`src/design/htw_pkg.sv`:
```
// Package for the Huffman tree-walk decoder: node entry layout, field widths,
// request and register codes, controller states and the command/status bundles.
// Has no dependencies; the decoder top, htw_ctrl, htw_dpath and the testbench import it.
`default_nettype none

package htw_pkg;

  // Field widths fixed by the stream format.
  localparam int NODE_W     = 9;
  localparam int SYM_W      = 8;
  localparam int BYTE_W     = 8;
  localparam int CNT32_W    = 32;
  localparam int CFG_IDX_W  = 1;
  localparam int CFG_DATA_W = 32;
  localparam int IN_DATA_W  = 48;
  localparam int OUT_DATA_W = 8;

  // Default sizing handed down from the top level.
  localparam int DEF_TREE_NODES = 511;

  // Coded bits walked per decode transaction; the coded field is one byte.
  localparam int CODED_BITS = BYTE_W;

  // Bit offsets of the input fields inside in_tdata.
  localparam int OFS_ADDR  = 0;
  localparam int OFS_ZERO  = 9;
  localparam int OFS_ONE   = 18;
  localparam int OFS_LEAF  = 27;
  localparam int OFS_SYM   = 28;
  localparam int OFS_CODED = 36;

  // Request kinds carried on in_tuser.
  localparam logic REQ_LOAD   = 1'b0;
  localparam logic REQ_DECODE = 1'b1;

  // Configuration register indexes.
  localparam logic [CFG_IDX_W-1:0] REG_ROOT  = 1'b0;
  localparam logic [CFG_IDX_W-1:0] REG_TOTAL = 1'b1;

  // One stored tree node, zero branch in the lowest bits.
  typedef struct packed {
    logic [SYM_W-1:0]  sym;
    logic              leaf;
    logic [NODE_W-1:0] one_br;
    logic [NODE_W-1:0] zero_br;
  } node_t;

  localparam int NODE_ENTRY_W = $bits(node_t);

  typedef enum logic [1:0] {
    ST_IDLE,
    ST_START,
    ST_WALK,
    ST_FLUSH
  } state_t;

  // Commands from the controller to the datapath.
  typedef struct packed {
    logic load_node;
    logic load_coded;
    logic start_rd;
    logic walk;
    logic flush;
  } cmd_t;

  // Status from the datapath to the controller.
  typedef struct packed {
    logic walk_done;
    logic flush_done;
  } sts_t;

endpackage

`default_nettype wire

```
`src/design/htw_ctrl.sv`:
```
// Controller state machine of the Huffman tree-walk decoder.
// Depends on htw_pkg; drives commands to htw_dpath and reads its status.
`default_nettype none

module htw_ctrl (
  input  wire logic          clk,
  input  wire logic          rst_n,
  input  wire logic          in_tvalid,
  input  wire logic          in_tuser,
  output logic               in_tready,
  output htw_pkg::cmd_t      cmd,
  input  wire htw_pkg::sts_t sts
);
  import htw_pkg::*;

  state_t state_r, state_nxt;

  // State register.
  always_ff @(posedge clk) begin
    if (!rst_n) begin
      state_r <= ST_IDLE;
    end else begin
      state_r <= state_nxt;
    end
  end

  // Next state and commands.
  always_comb begin
    state_nxt = state_r;
    cmd       = '0;
    in_tready = 1'b0;
    case (state_r)
      ST_IDLE: begin
        in_tready = 1'b1;
        if (in_tvalid) begin
          if (in_tuser == REQ_DECODE) begin
            cmd.load_coded = 1'b1;
            state_nxt      = ST_START;
          end else begin
            cmd.load_node = 1'b1;
          end
        end
      end
      ST_START: begin
        cmd.start_rd = 1'b1;
        state_nxt    = ST_WALK;
      end
      ST_WALK: begin
        cmd.walk = 1'b1;
        if (sts.walk_done) begin
          state_nxt = ST_FLUSH;
        end
      end
      ST_FLUSH: begin
        cmd.flush = 1'b1;
        if (sts.flush_done) begin
          state_nxt = ST_IDLE;
        end
      end
      default: begin
        state_nxt = ST_IDLE;
      end
    endcase
  end

endmodule

`default_nettype wire

```
`config.mk`:
```
export PLATFORM = sky130hd
export DESIGN_NAME = htw_ctrl
export DESIGN_NICKNAME = d
export VERILOG_FILES = /design/src/design/htw_pkg.sv /design/src/design/htw_ctrl.sv
export SDC_FILE = /design/constraint.sdc
export NUM_CORES = 1
export LEC_CHECK = 0
export BUFFER_PORTS_ARGS = -buffer_cell sky130_fd_sc_hd__buf_4
export CAP_MARGIN = 10
export CORE_AREA = 10 10 47 49
export CTS_CLUSTER_SIZE = 30
export DETAILED_ROUTE_END_ITERATION = 8
export DIE_AREA = 0 0 57 59
export GPL_ROUTABILITY_DRIVEN = 0
export MAX_ROUTING_LAYER = met4
export SLEW_MARGIN = 20
export SYNTH_ARGS = -nofsm -noshare
export SYNTH_HDL_FRONTEND = slang
export SYNTH_SLANG_ARGS = --single-unit
```
`constraint.sdc`:
```
create_clock -name clk -period 1.7 [get_ports clk]
set_clock_uncertainty 0.2 [all_clocks]
set_input_delay 0.34 -clock clk [delete_from_list [all_inputs] [get_ports clk]]
set_output_delay 0.34 -clock clk [all_outputs]
set_load 0.01 [all_outputs]
```
==> impl_metrics.toml <==
[status]
status = "finished, final reports clean"

[sta]
max_freq_mhz = 605
fin_ws_ns = 0.0462
fin_crit_ns = 1.65
holdWs_ns = 0.206
relSlewSlack = 0.815
setup_violations = 0
hold_violations = 0
slew_viol_final = 0
fin_crit_sh = 0.973
worst_slew_pin_slew_ns = 0.277

[placement]
portBuffers = 11
dp_hpwl_um = 428
post-place-ws_ns = 0.0847

[power]
p_clk_frac = 0.205
p_per_area_nw_per_um2 = 1500
intPower_mw = 0.325
net-switching-power_mw = 0.182
swShare = 0.359
p_leak_nw = 0.170
vdd_drop_max_uv = 482
p_comb_frac = 0.623
seq_power_share = 0.171

[finish]
fin_nets = 49
n_antenna_cell = 0
final_util = 0.241
largest_register_ffs = 2
fillers = 165
multiInputGateArea_um2 = 136
regMostFlops = "state_r"
area_growth_pct = 92.9
seq_area_um2 = 42.5
drive_above_1_share = 0.649
top_regs = "state_r x2"

[cts]
worstSkewPairLatency_ns = 0.22
cts.reportedPaths.clkPinSlew_ns = 0.03
numCtsBuffers = 3
cts_sinks = 2
cts_hold_buffers = 0
clockRootBuffer = "clkbuf_4"
cts_buffer_depth = 2
htree_levels = 1
cts_tree = "yes"

[setup_path]
critPathMaxStageDelay_ns = 0.34
end_kind = "output port"
crit_buf_inv = 2
critPathMaxFanout = 4
path_depth = 4
crit_slowest_cell = "dfxtp_2"
startpoint = "state_r[1]"
r2r-end = "state_r[1]"
cp_data_required_time_ns = 1.16
cp-start-kind = "flop"
cp.arrival_ns = 1.11
critPathTopFamily = "flip-flops"
r2r_cells = 5
path_cells = "inv_2, ha_4, and3_2, buf_4"
rrSetupSlack_ns = 0.16
path_class = "flop to output port"
worstSetupEndpoint = "cmd[3]"
worstReg2RegStart = "state_r[0]"

[floorplan]
rows = 14
io-pin-count = 12
initial_core_util = 0.125
dieHeight_um = 59
die-area_um2 = 3360
core_area_um2 = 1400
dieWidth_um = 57

[grt]
grt_max_degree = 6
grt-ovfl-total = 0
track_usage = 0.0329
grt_pass1_vias = 204
antenna_found_initial = 0
grt_first_pass_wirelength_um = 779

[logic_synthesis]
ys.flop_type = "dfxtp_1"
synthArstFlopShare = 0
syn_area_um2 = 175
synth_cell_types = 11
yosys.area.top_type = "ha_1"
avgSynthCellArea_um2 = 8.76
postSynthCellCount = 20
synth_top_cell_area_share = 0.286
synth-edff-count = 0
yosys_warnings = 0
synth_area_leaders = "ha_1, dfxtp_1, a221oi_2, nand2_1, inv_1"
synth_fp_nets = 30
synth-seq-area-share = 0.229
ys_ff_latch = 2
synth_commonest_cells = "ha_1, nand2_1, inv_1"

[drt]
met1Wirelength_um = 194
route.met2.wl_um = 233
dr.pass1.iters = 2
via_count = 201
dr.max_layer_used = "met3"
drt_iter0_drc = 1
wl_per_cell_um = 9.85
wl_met3_um = 94
ant_nets = 0
avgViaCountPerCell = 3.79
drc = 0
routed_wl_um = 522

[min_path]
min_from = "rst_n"
hold_path_class = "primary input to flop"

[run]
cap_viol_max_count = 0
-- power by group through the flow --
| stage | clock, mW | combinational, mW | sequential [mW] |
|---|---|---|---|
| CTS | 0.114 | 0.295 | 0.0869 |
| finish | 0.104 | 0.316 | 0.0869 |
| global placement | 0 | 0.242 | 0.0852 |
| detailed placement | 0 | 0.248 | 0.0855 |
| global route | 0.114 | 0.356 | 0.0897 |
| floorplan | 0 | 0.153 | 0.0810 |
-- logic make-up (layout without fill, tap and decap cells) --
group / count (synthesis) / after routing / synth area share
buffers and inverters: 3 / 20 / 0.0643
DFF: 2 / 2 / 0.229
adders and majority gates: 4 / 4 / 0.286
and+or+nand+nor: 7 / 7 / 0.186
muxes: 1 / 1 / 0.0571
AOI/OAI and AO/OA: 3 / 3 / 0.179
-- cells in the final DEF, fill, tap and decap left out --
| master | n |
|---|---|
| mux2i_1 | 1 |
| and3_2 | 1 |
| nor2_1 | 1 |
| dfxtp_2 | 2 |
| clkbuf_4 | 3 |
| ha_4 | 1 |
| o21a_1 | 1 |
| inv_2 | 2 |
| o31a_1 | 1 |
| nand2_1 | 4 |
| buf_4 | 14 |
| ha_1 | 3 |
| inv_1 | 1 |
| nor2b_1 | 1 |
| a221oi_2 | 1 |
-- metal layers --
metal | track usage | vias to the layer above
li1 | - | 102
met1 | 0.0285 | 90
met2 | 0.0419 | 9
met3 | 0.0236 | 0
met4 | 0.0403 | 0
met5 | - | -
-- final cells by class --
class                           instances  area share
Inverter                                3      0.0333
Sequential cell                         2       0.126
Timing Repair Buffer                   14       0.311
Tap cell                               16      0.0593
Multi-Input combinational cell         15       0.404
Clock buffer                            3      0.0667
-- metrics by stage --
stage | cells | setup TNS, ns | instance area (µm²) | power [mW]
finish | 53 | 0 | 338 | 0.507
global route | 53 | -0.00355 | 338 | 0.559
detailed placement | 47 | 0 | 278 | 0.333
CTS | 51 | 0 | 323 | 0.496
floorplan | 20 | 0 | 175 | 0.234
global placement | 47 | 0 | 278 | 0.327
-- repair_timing --
| item | CTS | global route |
|---|---|---|
| gates cloned | 0 | 0 |
| setup buffers | 1 | 2 |
| gates resized for setup | 6 | 0 |
| pin swaps | 0 | 1 |
| endpoints found under the setup margin | 2 | 1 |
-- worst reg2reg max path, cell delays in order, from the launching register on --
cell	delay, ns
dfxtp_2	0.31
buf_4	0.14
ha_1	0.20
nor2b_1	0.15
a221oi_2	0.24
mux2i_1	0.22
-- worst min-delay path by stage --
stage                 end  slack (ns)  cells after the start
6_report       state_r[1]        0.21                      3
5_1_grt        state_r[1]        0.21                      3
2_1_floorplan  state_r[1]        0.27                      2
4_1_cts        state_r[1]        0.19                      3
3_5_place_dp   state_r[1]        0.30                      2
3_3_place_gp   state_r[1]        0.30                      2
No activity file was read; power rests on OpenSTA's default activity.
